<file path="src/hw/rtl/rcog_fifo.sv">
// Small register queue for command and result beats.
// Standalone; instanced twice by the top level.
module rcog_fifo #(
  parameter int unsigned WIDTH = 8,
  parameter int unsigned DEPTH = 2
) (
  input  logic             clk_i,
  input  logic             rst_ni,
  input  logic             push_i,
  input  logic [WIDTH-1:0] wdata_i,
  output logic             full_o,
  input  logic             pop_i,
  output logic [WIDTH-1:0] rdata_o,
  output logic             empty_o
);

  localparam int unsigned PW = (DEPTH > 1) ? $clog2(DEPTH) : 1;
  localparam int unsigned CW = $clog2(DEPTH + 1);

  logic [WIDTH-1:0] slot_q [DEPTH];
  logic [PW-1:0]    wptr_q, wptr_d, rptr_q, rptr_d;
  logic [CW-1:0]    count_q, count_d;
  logic             do_push, do_pop;

  assign full_o  = (count_q == CW'(DEPTH));
  assign empty_o = (count_q == '0);
  assign do_push = push_i && !full_o;
  assign do_pop  = pop_i && !empty_o;
  assign rdata_o = slot_q[rptr_q];

  always_comb begin
    wptr_d  = wptr_q;
    rptr_d  = rptr_q;
    count_d = count_q;
    if (do_push) begin
      wptr_d = (wptr_q == PW'(DEPTH - 1)) ? '0 : wptr_q + 1'b1;
    end
    if (do_pop) begin
      rptr_d = (rptr_q == PW'(DEPTH - 1)) ? '0 : rptr_q + 1'b1;
    end
    if (do_push && !do_pop) begin
      count_d = count_q + 1'b1;
    end else if (do_pop && !do_push) begin
      count_d = count_q - 1'b1;
    end
  end

  always_ff @(posedge clk_i or negedge rst_ni) begin
    if (!rst_ni) begin
      wptr_q  <= '0;
      rptr_q  <= '0;
      count_q <= '0;
    end else begin
      wptr_q  <= wptr_d;
      rptr_q  <= rptr_d;
      count_q <= count_d;
    end
  end

  always_ff @(posedge clk_i) begin
    if (do_push) begin
      slot_q[wptr_q] <= wdata_i;
    end
  end

  a_count_bound : assert property (@(posedge clk_i) disable iff (!rst_ni)
    count_q <= CW'(DEPTH))
    else $error("queue fill beyond depth");

  a_push_grows : assert property (@(posedge clk_i) disable iff (!rst_ni)
    (do_push && !do_pop) |=> count_q == $past(count_q) + 1'b1)
    else $error("queue fill did not grow on push");

  a_pop_shrinks : assert property (@(posedge clk_i) disable iff (!rst_ni)
    (do_pop && !do_push) |=> count_q == $past(count_q) - 1'b1)
    else $error("queue fill did not shrink on pop");

endmodule

</file>
<file path="config.mk">
export PLATFORM = sky130hd
export DESIGN_NAME = rcog_fifo
export DESIGN_NICKNAME = d
export VERILOG_FILES = /design/src/hw/rtl/rcog_fifo.sv
export SDC_FILE = /design/constraint.sdc
export NUM_CORES = 1
export LEC_CHECK = 0
export BUFFER_PORTS_ARGS = -buffer_cell sky130_fd_sc_hd__buf_2
export CORE_MARGIN = 1
export CORE_UTILIZATION = 48
export DETAILED_ROUTE_END_ITERATION = 6
export GPL_ROUTABILITY_DRIVEN = 0
export PLACE_DENSITY_LB_ADDON = 0.3
export SLEW_MARGIN = 20
export SYNTH_ARGS = -nofsm -noshare
export SYNTH_HDL_FRONTEND = slang
export SYNTH_SLANG_ARGS = --single-unit
export TNS_END_PERCENT = 30
</file>
<file path="constraint.sdc">
create_clock -name clk_i -period 2 [get_ports clk_i]
set_input_delay 0.3 -clock clk_i [delete_from_list [all_inputs] [get_ports clk_i]]
set_output_delay 0.3 -clock clk_i [all_outputs]
set_load 0.1 [all_outputs]
</file>
==> impl_results.md <==
* Max_slew headroom at 0.675
* Fillers at 119
* Level count of the clock H-tree at 1
* Number of global-route vias before repair at 452
* Remaining DRCs at 0
* Synth-to-Final Area Change at 20.5%
* Fmax at 548 MHz
* Kind of start point of the critical path: flop
* Num Clock Sinks at 20
* Tightest Pin Transition at 0.492 ns
* Synthesized instance count at 44
* XOR/XNOR Fraction of Synth Area at 0.0656
* Initial Utilization at 0.519
* Overflow after GRT at 0
* Crit Reg-Reg Endpoint: count_q[1]
* Warnings, synthesis at 0
* Compound-Gate Fraction of Synth Area at 0.00640
* Diode count at 0
* 1st-iter DRT viols at 2
* Reg2Reg Depth at 6
* Worst-path fanout max at 9
* Wire length per cell at 12.4 um
* Clk_lat worst skew at 0.28 ns
* CTS tree: yes
* Tmin final at 1.82 ns
* Proportion of synthesized area in mux cells at 0.115
* Post-CTS sizing at 0
* Pre-CTS setup slack at 0.464 ns
* DP HPWL at 822 um
* Routed via count at 432
* Status: completed
* Vias per std cell at 5.08
* GRT Total Usage at 0.143
* Largest family of logic cells by synthesized area: multiplexers
* Post-Synth Adder-Cell Area at 0.0160
* Clock transition at path regs at 0.10 ns
* Top post-synthesis cells by area: edfxtp_1, dfrtp_1, mux2_1
* Unrepaired setup endpoints after global routing: no
* WHS Endpoint: slot_q[0][7]
* Core Area at 1510 um2
* Top cell type's share of synthesized area at 0.614
* Largest net degree at the start of global routing at 11
* Hold Vio Cnt, Final at 0
* Final Setup Violations at 0
* # nets final at 84
* First-pass GRT wire length at 1.84 mm
* Avg Cell Area, Syn at 17.8 um2
* Max-slew violations at 0
* CTS Root Cell: clkbuf_4
* Critical path class: flop to output port
* CP endpoint kind: output port
* Reg2reg start: count_q[0]
* Fin worst setup slack at 0.176 ns
* Die X at 42.4 um
* CTS Buf Count at 3
* Synthesized cell area at 782 um2
* Detailed-router iteration count before antenna repair at 3
* Final Cycle Share at 0.912
* IO Port Bufs at 21
* Worst endpoint required time at 1.70 ns
* # rows at 14
* Max clock buf depth at 2
* Synth Register Bits at 20
* Worst path arrival time at 1.52 ns
* Final wirelength at 1.05 mm
* HP Class: primary input to flop
* Post-synthesis sequential area ratio at 0.742
* Final Skew at 0.00320 ns
* Max-cap viol count at 0
* Hold path depth at 1
* Initial antenna violation count at 0
* TNS Setup at 0 ns
* Worst reg2reg setup slack at 0.51 ns
* Final core occ at 0.625
* Hold path start: wdata_i[7]
* Layout cell share with drive strength beyond 1 at 0.420
* Die span in y at 42.4 um
* Net count after synthesis at 57
* Synth unique cells at 15
* Die Area at 1790 um2
* Post-synthesis simple-gate area fraction at 0.0384
* Antenna viol nets, final at 0
* Yosys top cell by area: edfxtp_1
* Post-CTS Setup Repair Bufs at 0
* Num ports at 22
==> metal layers <==
layer,track usage,share of wire
met5,0,0
met4,0.0563,0.0067
met3,0.0517,0.029
met2,0.258,0.56
met1,0.147,0.40
==> layout by cell type (no fill, tap or decap), drive strengths merged <==
| cell type | count |
|---|---|
| xnor2 | 3 |
| xor2 | 2 |
| clkbuf | 3 |
| dlygate4sd3 | 1 |
| edfxtp | 16 |
| nor2 | 3 |
| nand2 | 1 |
| mux2 | 8 |
| ha | 1 |
| nand2b | 1 |
| inv | 2 |
| buf | 22 |
| dfrtp | 4 |
| o21ai | 1 |
| and3 | 1 |
==> per-stage QoR <==
step / cell area [um2] / instances / hold WS (ns)
6_report: 942 / 85 / 0.200
5_1_grt: 942 / 85 / 0.180
4_1_cts: 942 / 85 / 0.190
3_5_place_dp: 910 / 81 / 0.110
3_3_place_gp: 910 / 81 / 0.114
2_1_floorplan: 782 / 44 / 0.00441
==> sequential cells by signal, indices dropped and copies added (netlist names) <==
name,cells
rptr_q,1
wptr_q,1
slot_q,16
count_q,2
==> synth_stat cells, drive strengths merged <==
| master | instances |
|---|---|
| nand2b | 1 |
| and3 | 1 |
| o21ai | 1 |
| inv | 2 |
| ha | 1 |
| nor2 | 3 |
| mux2 | 8 |
| buf | 1 |
| xnor2 | 3 |
| xor2 | 2 |
| edfxtp | 16 |
| dfrtp | 4 |
| nand2 | 1 |
==> worst max-delay path, cell delays in order (launching register included) <==
cell and delay, ns:
dfrtp_1 0.58, mux2_2 0.37, buf_2 0.29
==> worst max-delay path by stage <==
| stage | startpoint | endpoint | slack, ns | depth (start not counted) |
|---|---|---|---|---|
| after floorplan | count_q[0] | empty_o | 0.03 | 1 |
| after global placement | rptr_q | rdata_o[7] | 0.49 | 2 |
| after detailed placement | rptr_q | rdata_o[7] | 0.46 | 2 |
| after CTS | rptr_q | rdata_o[7] | 0.14 | 2 |
| after global routing | rptr_q | rdata_o[7] | 0.08 | 2 |
| final | rptr_q | rdata_o[7] | 0.18 | 2 |
==> cells by family after synthesis <==
| kind of cell | count (synthesis) |
|---|---|
| AND/OR/NAND/NOR | 6 |
| flip-flops | 20 |
| XOR/XNOR | 5 |
| multiplexers | 8 |
| AO/OA/AOI/OAI | 1 |
| adder cells (fa/ha/maj) | 1 |
| buffers and inverters | 3 |
==> area by class of cell <==
| class | count | area (um2) | area share |
|---|---|---|---|
| repair buffers | 23 | 123 | 0.130 |
| multi-input cells | 21 | 189 | 0.201 |
| flip-flops and latches | 20 | 581 | 0.616 |
| well taps | 16 | 20.0 | 0.0212 |
| inverters | 2 | 7.51 | 0.00797 |
| clock buffers | 3 | 22.5 | 0.0239 |
==> what timing repair did <==
action | CTS | global route
endpoints found under the setup margin | 0 | 0
hold buffers | 1 | 0
hold endpoints to repair | 4 | 0
Power is not shown: default switching activity piles up to over one toggle a cycle in this logic, so the estimate is an artifact.
