`src/hw/rtl/rcog_pkg.sv`:
```
// Shared types, codes and helpers for the ray-cast occupancy grid core.
// No dependencies; the top level, front end and back end import this package.
package rcog_pkg;

  localparam int unsigned CoordBits = 8;
  localparam int unsigned SizeBits  = 9;
  localparam int unsigned OutBits   = 16;

  // opcodes; code 3 is unused and falls into default arms
  localparam logic [1:0] OP_RAY   = 2'd0;
  localparam logic [1:0] OP_QUERY = 2'd1;
  localparam logic [1:0] OP_CLEAR = 2'd2;

  localparam logic [1:0] CLASS_UNKNOWN  = 2'd0;
  localparam logic [1:0] CLASS_OCCUPIED = 2'd1;
  localparam logic [1:0] CLASS_FREE     = 2'd2;

  localparam logic REG_GRID_WIDTH  = 1'b0;
  localparam logic REG_GRID_HEIGHT = 1'b1;

  typedef struct packed {
    logic [SizeBits-1:0] grid_width;
    logic [SizeBits-1:0] grid_height;
  } cfg_t;

  typedef struct packed {
    logic [1:0]           op;
    logic [CoordBits-1:0] sensor_col;
    logic [CoordBits-1:0] sensor_row;
    logic [CoordBits-1:0] target_col;
    logic [CoordBits-1:0] target_row;
    logic                 in_range;
  } cmd_t;

  typedef struct packed {
    logic [1:0]         cell_class;
    logic [OutBits-1:0] occupied_count;
    logic [OutBits-1:0] pass_count;
    logic               in_range;
  } res_t;

  typedef enum logic [2:0] {
    ST_WIPE,
    ST_IDLE,
    ST_WALK,
    ST_ANSWER,
    ST_RESP
  } state_e;

  // col < min(width, max_cols) splits into two compares since col < 256
  function automatic logic cell_ok(logic [CoordBits-1:0] col, logic [CoordBits-1:0] row,
                                   cfg_t cfg, int unsigned max_cols,
                                   int unsigned max_rows);
    return ({1'b0, col} < cfg.grid_width) && (32'(col) < max_cols) &&
           ({1'b0, row} < cfg.grid_height) && (32'(row) < max_rows);
  endfunction

  function automatic logic [31:0] cell_addr(logic [CoordBits-1:0] col,
                                            logic [CoordBits-1:0] row,
                                            int unsigned max_cols);
    return 32'(row) * max_cols + 32'(col);
  endfunction

endpackage

```
`src/hw/rtl/rcog_front.sv`:
```
// Front end: grid size registers, input acceptance and range check.
// Depends on rcog_pkg; feeds the command queue.
module rcog_front
  import rcog_pkg::*;
#(
  parameter int unsigned MAX_COLS = 256,
  parameter int unsigned MAX_ROWS = 256
) (
  input  logic                 clk_i,
  input  logic                 rst_ni,
  input  logic                 cfg_we_i,
  input  logic                 cfg_idx_i,
  input  logic [SizeBits-1:0]  cfg_wdata_i,
  input  logic                 push_i,
  output logic                 full_o,
  input  logic [1:0]           opcode_i,
  input  logic [CoordBits-1:0] sensor_col_i,
  input  logic [CoordBits-1:0] sensor_row_i,
  input  logic [CoordBits-1:0] target_col_i,
  input  logic [CoordBits-1:0] target_row_i,
  input  logic                 q_full_i,
  input  logic                 wiping_i,
  output logic                 q_push_o,
  output cmd_t                 cmd_o,
  output cfg_t                 cfg_o
);

  cfg_t cfg_q, cfg_d;
  logic op_known;

  always_comb begin
    cfg_d = cfg_q;
    if (cfg_we_i) begin
      unique case (cfg_idx_i)
        REG_GRID_WIDTH:  cfg_d.grid_width  = cfg_wdata_i;
        REG_GRID_HEIGHT: cfg_d.grid_height = cfg_wdata_i;
        default: ;
      endcase
    end
  end

  always_ff @(posedge clk_i or negedge rst_ni) begin
    if (!rst_ni) begin
      cfg_q.grid_width  <= SizeBits'(256);
      cfg_q.grid_height <= SizeBits'(256);
    end else begin
      cfg_q <= cfg_d;
    end
  end

  assign op_known = (opcode_i == OP_RAY) || (opcode_i == OP_QUERY) || (opcode_i == OP_CLEAR);

  // no beat taken while the stores are being wiped
  assign full_o   = q_full_i || wiping_i;
  assign q_push_o = push_i && !full_o;
  assign cfg_o    = cfg_q;

  always_comb begin
    cmd_o.op         = opcode_i;
    cmd_o.sensor_col = sensor_col_i;
    cmd_o.sensor_row = sensor_row_i;
    cmd_o.target_col = target_col_i;
    cmd_o.target_row = target_row_i;
    cmd_o.in_range   = op_known &&
                       cell_ok(target_col_i, target_row_i, cfg_q, MAX_COLS, MAX_ROWS);
  end

endmodule

```
`config.mk`:
```
export PLATFORM = sky130hd
export DESIGN_NAME = rcog_front
export DESIGN_NICKNAME = d
export VERILOG_FILES = /design/src/hw/rtl/rcog_pkg.sv /design/src/hw/rtl/rcog_front.sv
export SDC_FILE = /design/constraint.sdc
export NUM_CORES = 1
export LEC_CHECK = 0
export BUFFER_PORTS_ARGS = -buffer_cell sky130_fd_sc_hd__buf_2
export CORE_MARGIN = 2
export CORE_UTILIZATION = 39
export CTS_CLUSTER_SIZE = 40
export DETAILED_ROUTE_END_ITERATION = 16
export GPL_TIMING_DRIVEN = 0
export PLACE_DENSITY = 0.86
export SKIP_LAST_GASP = 1
export SLEW_MARGIN = 20
export SYNTH_ARGS = -nofsm -noshare
export SYNTH_HDL_FRONTEND = slang
export SYNTH_SLANG_ARGS = --single-unit
```
`constraint.sdc`:
```
create_clock -name clk_i -period 2.2 [get_ports clk_i]
set_clock_uncertainty 0.15 [all_clocks]
set_input_delay 0.33 -clock clk_i [delete_from_list [all_inputs] [get_ports clk_i]]
set_output_delay 0.33 -clock clk_i [all_outputs]
set_load 0.01 [all_outputs]
```
==> flow_summary.yaml, run 1 <==
setup_path:
  rr_endpoint: "cfg_o[1]$_DFFE_PN0P_"
  crit_end: "cmd_o[0]"
  crit_required_ns: 1.72
  critPathMaxFanout: 2
  critPathLaunchType: "register"
  r2r_start: "cfg_o[1]$_DFFE_PN0P_"
  rr_worst_depth: 3
  cp-end-kind: "output pin"
  worstSetupPathType: "reg2out"
  r2r_slack_ns: 1.03
  critPathLaunch: "cfg_o[4]$_DFFE_PN0P_"
  worstPathArrival_ns: 1.77
synth:
  synth_top_area_cell: "dfrtp_1"
  ys_ff_latch: 18
  post_synth_inst_count: 133
  ys_warn_count: 0
  synth_area_um2: 1306
  synth_nets: 197
  async_reset_ff_frac: 1.000
  synth_edf_count: 0
  synth_area_leaders: "dfrtp_1 (31%), buf_4 (20%), ha_1 (13%)"
  synth_cell_types: 23
  yosysSeqAreaShare: 0.3467
  synth_flop_cell: "dfrtp_1"
  synth_top_area_frac: 0.3065
  syn_avg_cell_area_um2: 9.821
clocking:
  cts_buffers: 3
  cts.sinks: 18
  cts_tree: "built"
  clk-insertion-delay-late_ns: 0.29
  cts_root_buf: "clkbuf_4"
  htreeDepth: 1
  cts.clk_slew.worst_paths_ns: 0.10
  cts_buffer_depth: 2
sta:
  worst_pin_slew_ns: 0.4189
  worst_slack_ns: -0.04850
  timing_hold_violations_final: 0
  rsz0062_at_grt: "yes"
  fin_crit_sh: 1.022
  whs_ns: 0.1059
  fin_crit_ns: 2.248
  slew_headroom: 0.7207
  slew_viol_final: 0
  setup_viol: 1
  fmax_ghz: 0.4447
global_route:
  grt_max_degree: 19
  grt_pass1_vias: 1032
  antenna_found_initial: 0
  grt_usage: 0.1602
  overflow: 0
  grt_first_pass_wirelength_um: 4498
die:
  initial_core_util: 0.3977
  dieWidth_um: 61.88
  ios: 105
  dieArea_um2: 3829
  coreArea_um2: 3284
  die_h_um: 61.88
  num_rows: 21
route:
  drtIter0Drc: 16
  routed_wl_um: 3199
  drc: 0
  dr.pass1.iters: 2
  wire_per_inst_um: 11.51
  via_per_inst: 4.424
  vias: 1230
  ant_nets: 0
pwr:
  ir_drop_mv: 0.2680
  p_total_mw: 1.041
  p_per_area_nw_per_um2: 531.0
  cellLeakagePower_nw: 1.087
final_layout:
  largest_reg_flops: 18
  final_nets: 297
  num_antenna_cells: 0
  drive_above_1_share: 0.7026
  multiInputGateArea_um2: 606.8
  area_delta_synth_final_pct: 50.10
  fillers: 281
  final-seq-area_um2: 452.9
min_path:
  hold_path.class: "in2reg"
  whs_path_depth: 3
place:
  portBuffers: 88
  place.detailed.hpwl_um: 2632
  place.gp.congestion: 0.7673
status:
  status: "complete, but fails checks"
  violations: "setup timing"
flow_run:
  cap_viol_max_count: 0
## worst max-delay path: stages (launching register included)
cell and delay [ns]:
dfrtp_1 0.40, inv_2 0.07, ha_4 0.19, a21o_1 0.16, a21oi_2 0.14, o21ai_2 0.08
nand4b_1 0.08, nor4b_2 0.17, buf_2 0.17
## kinds of logic (layout without fill, tap and decap cells)
group | after synthesis | count (layout) | synth area share
DFF | 18 | 18 | 0.3467
buffers and inverters | 51 | 150 | 0.2462
AOI/OAI and AO/OA | 20 | 20 | 0.08907
muxes | 11 | 11 | 0.09483
and+or+nand+nor | 19 | 19 | 0.08908
adders and majority gates | 14 | 14 | 0.1341
## cells in the mapped netlist (all sizes together), types with 2 or more instances
library cell and count:
ha 14, o21ai 9, nand2 9, a21oi 7, buf 35, inv 15, nand4b 3, mux2 11
nand2b 2, dfrtp 16, dfstp 2, a21o 2
## layout by cell type (no fill, tap or decap), types with 4 or more instances in the layout
| cell type | n |
|---|---|
| o21ai_0 | 8 |
| a21oi_2 | 4 |
| mux2_2 | 11 |
| dfrtp_1 | 16 |
| ha_1 | 10 |
| ha_4 | 4 |
| buf_4 | 40 |
| inv_1 | 12 |
| buf_2 | 89 |
| nand2_1 | 9 |
## cell type report
type / instances / area share
timing repair buffer: 95 / 0.2527
tap: 46 / 0.02936
inverter: 15 / 0.02872
multi-input combinational: 64 / 0.3095
buffer: 36 / 0.1353
sequential: 18 / 0.2310
clock buffer: 4 / 0.01340
## stage by stage
step,area [µm²],util,setup WS [ns],setup TNS (ns),cells
after detailed placement,1804,0.5493,0.09556,0,267
after global routing,1961,0.5970,-0.1543,-0.1543,278
after floorplan,1306,-,0.2876,0,133
after CTS,1919,0.5844,-0.06245,-0.06245,276
after global placement,1804,0.5493,0.1424,0,267
final,1961,0.5970,-0.04850,-0.04850,278
## report_power, final
| group | leakage (nW) | total, mW | internal, mW | switching, mW |
|---|---|---|---|---|
| Clock | 0.0150 | 0.169 | 0.0703 | 0.0986 |
| Combinational | 0.859 | 0.457 | 0.244 | 0.213 |
| Sequential | 0.213 | 0.415 | 0.381 | 0.0335 |
| Total | 1.09 | 1.04 | 0.696 | 0.345 |
## worst min-delay path by stage
stage	start	to	slack, ns
global placement	rst_ni	cfg_o[6]$_DFFE_PN0P_	0.13
floorplan	rst_ni	cfg_o[0]$_DFFE_PN0P_	-0.12
finish	cfg_wdata_i[2]	cfg_o[11]$_DFFE_PN0P_	0.11
global route	cfg_wdata_i[2]	cfg_o[11]$_DFFE_PN0P_	0.10
detailed placement	rst_ni	cfg_o[15]$_DFFE_PN0P_	0.13
CTS	cfg_wdata_i[3]	cfg_o[12]$_DFFE_PN0P_	0.1
## routing by layer
metal | GRT usage | vias up | routed length, µm
li1 | - | 606 | -
met1 | 0.2029 | 585 | 1272
met2 | 0.2842 | 37 | 1763
met3 | 0.02484 | 2 | 154
met4 | 0.04255 | 0 | 8
met5 | 0 | - | 0
## what timing repair did
action | 4_1_cts | 5_1_grt
hold buffers | 1 | 0
cloned | 0 | 0
gates resized for setup | 9 | 4
endpoints found under the setup margin | 1 | 1
buffers inserted | 4 | 2
endpoints found under the hold margin | 16 | 0
pin swaps | 9 | 1
No activity file was read; power rests on OpenSTA's default activity.
==> inputs of run 2 (changes only) <==
--- a/config.mk
+++ b/config.mk
@@ -5,7 +5,7 @@
 export SDC_FILE = /design/constraint.sdc
 export NUM_CORES = 1
 export LEC_CHECK = 0
-export BUFFER_PORTS_ARGS = -buffer_cell sky130_fd_sc_hd__buf_2
+export BUFFER_PORTS_ARGS = -buffer_cell sky130_fd_sc_hd__buf_4
 export CORE_MARGIN = 2
 export CORE_UTILIZATION = 39
 export CTS_CLUSTER_SIZE = 40
==> constraint.sdc (replaced) <==
create_clock -name clk_i -period 2.2 [get_ports clk_i]
set_clock_uncertainty 0.15 [all_clocks]
set_input_delay 0.33 -clock clk_i [delete_from_list [all_inputs] [get_ports clk_i]]
set_output_delay 0.33 -clock clk_i [all_outputs]
set_load 0.005 [all_outputs]
==> run 2 against run 1 <==
Compared with the run above:
- highest routed layer unchanged
- critical endpoint unchanged
- final area up 15%
- via count rose by 0.81%
- count of clock-buffer cells in the layout is the same
- power increased by 9.4%
- sequential share of layout area is 3.0 points lower
- the run still ends with setup timing left
==> flow_summary.yaml, run 2 (same netlist as run 1, synthesis figures left out) <==
status:
  status: "complete, but fails checks"
  violations: "setup timing"
clocking:
  clk-insertion-delay-late_ns: 0.28
  cts.sinks: 18
  cts_tree: "built"
  htreeDepth: 1
  cts_root_buf: "clkbuf_4"
  cts_buffer_depth: 2
  cts_buffers: 3
  cts.clk_slew.worst_paths_ns: 0.10
global_route:
  antenna_found_initial: 0
  overflow: 0
  grt_max_degree: 19
  grt_usage: 0.1696
  grt_pass1_vias: 1132
  grt_first_pass_wirelength_um: 4733
final_layout:
  final_nets: 301
  final-seq-area_um2: 452.9
  largest_reg_flops: 18
  num_antenna_cells: 0
  fillers: 272
  multiInputGateArea_um2: 640.6
  drive_above_1_share: 0.7203
  layout_commonest_cell: "buf_4"
  area_delta_synth_final_pct: 72.61
  mostFrequentLayoutCells: "buf_4 (132), dfrtp_1 (16), inv_1 (12)"
route:
  wire_per_inst_um: 12.97
  dr.pass1.iters: 3
  vias: 1240
  drc: 0
  ant_nets: 0
  via_per_inst: 4.397
  drtIter0Drc: 15
  routed_wl_um: 3657
setup_path:
  crit_required_ns: 1.72
  critPathMaxFanout: 3
  worstPathArrival_ns: 1.82
  worstSetupPathType: "reg2out"
  cp-end-kind: "output pin"
  critPathLaunchType: "register"
place:
  place_ws_ns: 0.1102
  place.gp.congestion: 0.7962
  portBuffers: 88
  place.detailed.hpwl_um: 2683
sta:
  slew_viol_final: 0
  fin_crit_ns: 2.301
  rsz0062_at_grt: "yes"
  worst_slack_ns: -0.1009
  timing_hold_violations_final: 0
  setup_viol: 1
  slew_headroom: 0.7072
  worst_pin_slew_ns: 0.4382
  fin_crit_sh: 1.046
  fmax_ghz: 0.4346
  whs_ns: 0.1063
  tns_ns: -0.1009
die:
  dieWidth_um: 61.88
  ios: 105
  initial_core_util: 0.3977
  coreArea_um2: 3284
  dieArea_um2: 3829
  die_h_um: 61.88
  num_rows: 21
min_path:
  hold_path.class: "in2reg"
pwr:
  ir_drop_mv: 0.3029
  p_total_mw: 1.139
  cellLeakagePower_nw: 1.196
  p_per_area_nw_per_um2: 505.1
flow_run:
  cap_viol_max_count: 0
==> run 2: worst max-delay path, cell delays in order, from the launching register on <==
cell	delay, ns
dfrtp_1	0.41
inv_1	0.10
ha_4	0.29
o2111ai_2	0.13
o21ai_2	0.20
nand4b_1	0.12
nor4b_4	0.14
buf_4	0.15
==> run 2: repair_timing <==
item                       CTS  global route
gates resized for setup      8             8
pin swaps                    8             4
setup endpoints to repair    1             1
hold buffers                 1             0
buffers inserted             5             5
hold endpoints to repair    18             0
==> run 2: cell type report <==
type                    count  area share
repair buffers             99      0.3307
flip-flops and latches     18      0.2009
clock buffers               4     0.01609
multi-input cells          64      0.2841
well taps                  46     0.02553
inverters                  15     0.02497
plain buffers              36      0.1176
==> run 2: final timing paths <==
check | slack (ns) | startpoint | to | depth (start not counted)
hold / removal | 0.11 | cfg_wdata_i[2] | cfg_o[11]$_DFFE_PN0P_ | 3
setup reg to reg | 1.02 | cfg_o[4]$_DFFE_PN0P_ | cfg_o[4]$_DFFE_PN0P_ | 3
min in group asynchronous | 0.29 | rst_ni | cfg_o[6]$_DFFE_PN0P_ | 2
max in group asynchronous | 1.36 | rst_ni | cfg_o[8]$_DFFE_PN1P_ | 2
setup / recovery | -0.10 | cfg_o[5]$_DFFE_PN0P_ | cmd_o[0] | 7
hold reg to reg | 0.39 | cfg_o[6]$_DFFE_PN0P_ | cfg_o[6]$_DFFE_PN0P_ | 1
==> run 2: per-stage QoR <==
| step | util | instances | cell area, µm² |
|---|---|---|---|
| floorplan | - | 133 | 1306 |
| global placement | 0.6164 | 267 | 2024 |
| detailed placement | 0.6164 | 267 | 2024 |
| CTS | 0.6556 | 277 | 2153 |
| global route | 0.6865 | 282 | 2255 |
| finish | 0.6865 | 282 | 2255 |
==> run 2: power breakdown <==
part           switching [mW]  internal [mW]
logic                   0.197          0.325
registers              0.0360          0.381
clock network          0.0990          0.101
==> run 2: metal layers <==
metal  up-vias  track usage  wire, µm
met2        35       0.3173      2066
met4         0      0.05471        20
met1       588       0.1974      1410
met5         -            0         0
met3         2      0.02484       160
li1        615            -         -
